==> config.mk <==
export PLATFORM = sky130hd
export DESIGN_NAME = spc_err_counters
export DESIGN_NICKNAME = d
export VERILOG_FILES = /design/src/hw/rtl/spc_pkg.sv /design/src/hw/rtl/spc_err_counters.sv
export SDC_FILE = /design/constraint.sdc
export NUM_CORES = 1
export LEC_CHECK = 0
export ABC_AREA = 1
export BUFFER_PORTS_ARGS = -buffer_cell sky130_fd_sc_hd__buf_2
export CORE_MARGIN = 2
export CORE_UTILIZATION = 50
export DETAILED_ROUTE_END_ITERATION = 8
export PLACE_DENSITY = 0.67
export SKIP_CTS_REPAIR_TIMING = 1
export SYNTH_ARGS = -nofsm -noshare
export SYNTH_HDL_FRONTEND = slang
export SYNTH_SLANG_ARGS = --single-unit
==> constraint.sdc <==
create_clock -name clk -period 2.8 [get_ports clk]
set_clock_uncertainty 0.15 [all_clocks]
set_input_delay 0.56 -clock clk [delete_from_list [all_inputs] [get_ports clk]]
set_output_delay 0.56 -clock clk [all_outputs]
set_load 0.05 [all_outputs]
==> src/hw/rtl/spc_pkg.sv <==
// ----------------------------------------------------------------------------
// spc_pkg
// Shared types, constants and the CRC-8/Maxim byte update for the sensor
// packet checker.
// ----------------------------------------------------------------------------
package spc_pkg;

    localparam int FRAME_BYTES  = 8;
    localparam int COUNT_W      = $clog2(FRAME_BYTES);
    localparam int HELD_DEPTH   = FRAME_BYTES - 1;
    localparam int SENSOR_W     = 2;
    localparam int CFG_INDEX_W  = 2;
    localparam int CFG_DATA_W   = 8;

    localparam logic [7:0] CRC_XOR_LOW = 8'h0c;
    localparam logic [7:0] CRC_TOP_BIT = 8'h80;
    localparam logic [7:0] BRIDGE_BIT  = 8'h02;

    // frame layout
    localparam int ID_POS   = 0;
    localparam int DATA_POS = 2;
    localparam int MASK_POS = 6;

    typedef enum logic [1:0] {
        ST_OK       = 2'd0,
        ST_BAD      = 2'd1,
        ST_BROKEN   = 2'd2,
        ST_NO_REPLY = 2'd3
    } frame_status_t;

    typedef enum logic [CFG_INDEX_W-1:0] {
        REG_FIRST_ID  = 2'd0,
        REG_SECOND_ID = 2'd1,
        REG_THIRD_ID  = 2'd2,
        REG_RETRY     = 2'd3
    } cfg_reg_t;

    // counter update request for one accepted beat
    typedef struct packed {
        logic                bad_inc;
        logic                bad_clr;
        logic                nr_inc;
        logic                nr_clr;
        logic [SENSOR_W-1:0] sensor;
    } cnt_req_t;

    typedef struct packed {
        frame_status_t       status;
        logic                alarm;
        logic [SENSOR_W-1:0] sensor;
        logic [7:0]          id;
        logic [31:0]         payload;
        logic [7:0]          mask;
    } result_t;

    // reflected crc-8, lsb first, one bit per step
    function automatic logic [7:0] crc8_byte(input logic [7:0] crc_in,
                                             input logic [7:0] data);
        logic [7:0] crc;
        logic [7:0] b;
        crc = crc_in;
        b   = data;
        for (int k = 0; k < 8; k++)
        begin
            if ((crc[0] ^ b[0]) == 1'b1)
            begin
                crc = (crc >> 1) ^ CRC_XOR_LOW ^ CRC_TOP_BIT;
            end
            else
            begin
                crc = crc >> 1;
            end
            b = b >> 1;
        end
        return crc;
    endfunction

endpackage

==> src/hw/rtl/spc_err_counters.sv <==
// ----------------------------------------------------------------------------
// spc_err_counters
// Per-sensor counters of consecutive bad frames and no-replies; raises the
// alarm and clears a counter when it reaches the retry limit.
// ----------------------------------------------------------------------------
module spc_err_counters
    import spc_pkg::*;
#(
    parameter int SENSOR_COUNT = 3
)
(
    input  logic       clk,
    input  logic       rst_n,
    input  cnt_req_t   req,
    input  logic [7:0] retry_limit,
    output logic       alarm
);

    logic [7:0]              bad_cnt_reg [SENSOR_COUNT];
    logic [7:0]              nr_cnt_reg  [SENSOR_COUNT];
    logic [SENSOR_COUNT-1:0] lane_alarm;

    for (genvar i = 0; i < SENSOR_COUNT; i++)
    begin : g_lane
        logic       sel;
        logic [7:0] bad_bump;
        logic [7:0] nr_bump;
        logic       bad_hit;
        logic       nr_hit;
        logic [7:0] bad_next;
        logic [7:0] nr_next;

        assign sel      = ({1'b0, req.sensor} == 3'(i));
        assign bad_bump = bad_cnt_reg[i] + 8'd1;
        assign nr_bump  = nr_cnt_reg[i] + 8'd1;
        assign bad_hit  = (bad_bump >= retry_limit);
        assign nr_hit   = (nr_bump >= retry_limit);

        always_comb
        begin
            bad_next = bad_cnt_reg[i];
            nr_next  = nr_cnt_reg[i];
            if (sel && req.bad_inc)
            begin
                bad_next = bad_hit ? 8'd0 : bad_bump;
            end
            else if (sel && req.bad_clr)
            begin
                bad_next = 8'd0;
            end
            if (sel && req.nr_inc)
            begin
                nr_next = nr_hit ? 8'd0 : nr_bump;
            end
            else if (sel && req.nr_clr)
            begin
                nr_next = 8'd0;
            end
        end

        assign lane_alarm[i] = sel && ((req.bad_inc && bad_hit) || (req.nr_inc && nr_hit));

        always_ff @(posedge clk or negedge rst_n)
        begin
            if (!rst_n)
            begin
                bad_cnt_reg[i] <= 8'd0;
                nr_cnt_reg[i]  <= 8'd0;
            end
            else
            begin
                bad_cnt_reg[i] <= bad_next;
                nr_cnt_reg[i]  <= nr_next;
            end
        end
    end

    assign alarm = |lane_alarm;

endmodule

# Word level (Yosys, flattened, before mapping)

Cells that the tools add are included.

Register bits after elaboration: 48
Bits of input ports: 16
Output and inout port bits: 1
Word-level logic and storage cells: 70

Add/subtract/negate cells: 6
Order comparisons: 6
Eq/ne operators: 2
Muxes and demuxes: 18
Reductions and logical operators: 32

Operators by type and width:

| cell                  | number |
|---|---|
| $mux W8               | 18 |
| $add A8 B1 Y8 const B | 6 |
| $ge A8 B8 Y1          | 6 |
| $logic_and A1 B1 Y1   | 21 |
| $reduce_bool A2 Y1    | 6 |
| $logic_or A1 B1 Y1    | 3 |
| $reduce_or A3 Y1      | 1 |
| $eq A2 B1 Y1 const B  | 1 |
| $eq A2 B2 Y1 const B  | 1 |
| $logic_not A2 Y1      | 1 |

# Longest topological paths before layout

Word-level depth: 6
Mapped depth: 15
Gate-level depth less buffers: 15

# Least setup slack after synthesis

OpenSTA, ideal clock, no wires.

Kind: register -> output
From: reg bad_cnt_reg[0] (netlist bit)
To: out alarm
Data arrival time: 2,076 ps
Data required time: 2,090 ps
Path slack: 14 ps
Cell stages (with the launch flop): 14
Path through: dfrtp_1 -> ha_1 -> nand3_1 -> nand3b_1 -> xor2_1 -> inv_1 -> ha_1 -> nand2_1 -> o21a_1 -> nand2_1 -> nand2_1 -> nand2_1 -> nor2_1 -> nand2_1

Cells in the longest elaborated chain, start to end: 6

Ends and longest elaborated chain:

| what                             | RTL line               | text |
|---|---|---|
| start: declaration               | spc_err_counters.sv:19 | `logic [7:0] bad_cnt_reg [SENSOR_COUNT];` |
| start signal: indexed assignment | spc_err_counters.sv:72 | `bad_cnt_reg[i] <= bad_next;` |
| $add A8 B1 Y8                    | spc_err_counters.sv:34 | `assign bad_bump = bad_cnt_reg[i] + 8'd1;` |
| $ge A8 B8 Y1                     | spc_err_counters.sv:36 | `assign bad_hit = (bad_bump >= retry_limit);` |
| $logic_and A1 B1 Y1              | spc_err_counters.sv:61 | `assign lane_alarm[i] = sel && ((req.bad_inc && bad_hit) \|\| (req.nr_inc && nr_hit));` |
| $logic_or A1 B1 Y1               | spc_err_counters.sv:61 |  |
| $logic_and A1 B1 Y1              | spc_err_counters.sv:61 |  |
| $reduce_or A3 Y1                 | spc_err_counters.sv:78 | `assign alarm = \|lane_alarm;` |
| end: declaration                 | spc_err_counters.sv:16 | `output logic alarm` |

Every way passes these cells.

# Worst setup path in the final report

From: reg bad_cnt_reg[1] (netlist bit)
To: out alarm

Same word-level chain as after synthesis.

==> run metrics <==
Crit Path Class reg2out; first-pass GRT wire length 14780 um; Sw Share 36.82%; crit path capture type primary output; CTS root buf clkbuf_8; first-iteration detailed-routing DRC count 110; gr usage total 22.16%; combinational power share 37.5%; Yosys Warn Count 0; worst r2r src bad_cnt_reg[1]$_DFFE_PN0P_; Syn Nets 581; gpl congestion 0.8761; slowest stage delay, CP 0.40 ns; DIE HEIGHT 90.98 um; post-synth top area cell dfrtp_1; pre-CTS WS -0.06563 ns; initial antenna violation count 0; PD cells 471.8 nW/um2; Min-Delay Path Class in2async; Total Wirelength 8401 um; r2r setup slk 0.41 ns; Final Hold Fails 0; largest net degree at the start of global routing 26; most common cell in the netlist nand2_1; CP max stage cell dfrtp_1; Die Area 8276 um2; ANT nets after route 0; Final Slew Violations 0; CP Launch Type flop; Site Rows 31; clock slew at reported path FFs 0.09 ns; R2R cell count 12; WP data required 2.09 ns; CP Cell Sequence ha_2, nand3_2, nand3b_1, xor2_1, inv_1, ha_1, nand2_1, o21a_1, nand2_1, nand2_1, nand2_1, nor2_1, nand2_1, buf_6; crit-path max FO 3; #FFs+latches synth 48; vias post-DR 3298; Final min period 3.143 ns; Leakage 0.002531 uW; dpl hpwl 6679 um; CTS buffer count 5; IO Port Bufs 16; reg2reg end bad_cnt_reg[5]$_DFFE_PN0P_; TritonCTS clock tree done; violated checks setup timing; Final Cycle Share 112.2%; Yosys top cell area share 31.76%; post-synthesis cell count 511; Max IR drop VDD 266.5 uV; Slew headroom 60.60%; sequential share of the synthesized area 31.76%; P_int 1335 uW; area of the mapped netlist 3782 um2; Mean Syn Cell Area 7.402 um2; RSZ-0062 raised after global routing yes; max-capacitance violation count 0; area grow syn2layout 18.39%; clock network power share 20.9%; setup_tns -0.3428 ns; synth unique cells 19; die width 90.98 um; P_sw 777.9 uW; Synth Flop Type dfrtp_1; first-pass detailed-route iteration total 5; vias in the first global route 3224; clk buf depth 2; core area 7292 um2; H-tree depth 2; share of cells above drive strength 1 15.40%; share of power burned in registers 41.6%; WP data arrival 2.43 ns; fin nets 647; vias per cell 4.871; ranking of synthesized cells by area dfrtp_1, ha_1, nand2_1; most frequent CP cell nand2_1; I/O Pins 17; Overflow after GRT 0; utilization after layout 61.41%; clock latency on the worst-skew pair 0.31 ns; per-cell routed wire length 12.41 um; status finished, violations left; remaining routing DRC violations 0; asr flop ratio synth 100.0%; Final setup viols 1; Initial Util 51.87%; Hold Slack 0.1032 ns; most frequent cells after synthesis nand2_1, inv_1, ha_1; number of synthesized flops with an enable pin 0; Fmax 0.3182 GHz; clock sinks 48; final worst setup slack -0.3428 ns; ANT cells 0; Worst Tran Pin Value 0.5909 ns
power groups by stage:
stage	combinational (uW)	clock, uW	sequential, uW
2_1_floorplan	516	0	882
3_3_place_gp	747	0	886
3_5_place_dp	781	0	889
4_1_cts	785	448	876
5_1_grt	940	479	892
6_report	793	442	878
worst max-delay path, delay by kind of cell (launching register included):
family,cells,cell delay [ns]
AOI/OAI and AO/OA,1,0.18
xor gates and xnor gates,1,0.20
adders and majority gates,2,0.48
buffers and inverters,2,0.24
DFF,1,0.40
and+or+nand+nor,8,0.63
worst max path at each step:
stage	cells after the start	slack [ns]	start	to
after floorplan	13	0.01	bad_cnt_reg[0]$_DFFE_PN0P_	alarm
after global placement	11	-0.01	bad_cnt_reg[16]$_DFFE_PN0P_	alarm
after detailed placement	11	-0.07	bad_cnt_reg[16]$_DFFE_PN0P_	alarm
after CTS	11	-0.41	bad_cnt_reg[16]$_DFFE_PN0P_	alarm
after global routing	14	-0.54	bad_cnt_reg[1]$_DFFE_PN0P_	alarm
final	14	-0.34	bad_cnt_reg[1]$_DFFE_PN0P_	alarm
area by class of cell:
cell class              instances  area, um2
clock inverters                 2      10.01
clock buffers                   6      82.58
flip-flops and latches         48       1201
inverters                      78      292.8
multi-input cells             385       2321
fillers                       717       2814
well taps                      99      123.9
repair buffers                 59      446.7
cell usage in the layout (no fill, tap or decap), drive strengths merged:
| cell | count |
|---|---|
| nand3 | 18 |
| nand2 | 159 |
| clkbuf | 6 |
| a21oi | 14 |
| clkinv | 2 |
| inv | 78 |
| nand3b | 3 |
| buf | 59 |
| o21a | 6 |
| o22ai | 1 |
| xor2 | 30 |
| o21bai | 1 |
| nor2 | 51 |
| dfrtp | 48 |
| ha | 54 |
| nor3 | 9 |
| o21ai | 39 |
per-stage QoR:
| stage | cell area, um2 | power [uW] | instances |
|---|---|---|---|
| finish | 4478 | 2113 | 677 |
| global route | 4478 | 2311 | 677 |
| CTS | 4409 | 2109 | 673 |
| detailed placement | 4317 | 1670 | 665 |
| global placement | 4317 | 1632 | 665 |
| floorplan | 3782 | 1398 | 511 |
metal layers:
metal | GRT usage, % | vias up | wire, um
met3 | 3.568 | 9 | 280
met4 | 5.051 | 0 | 108
met5 | 0 | - | 0
met1 | 30.94 | 1494 | 4133
li1 | - | 1746 | -
met2 | 36.23 | 49 | 3878
cells by family after synthesis:
kind of cell	synth area share, %
and+or+nand+nor	27.13
buffers and inverters	7.741
AOI/OAI and AO/OA	8.568
adders and majority gates	17.86
DFF	31.76
xor gates and xnor gates	6.947
Note: power is estimated with default switching activity, not from simulation.
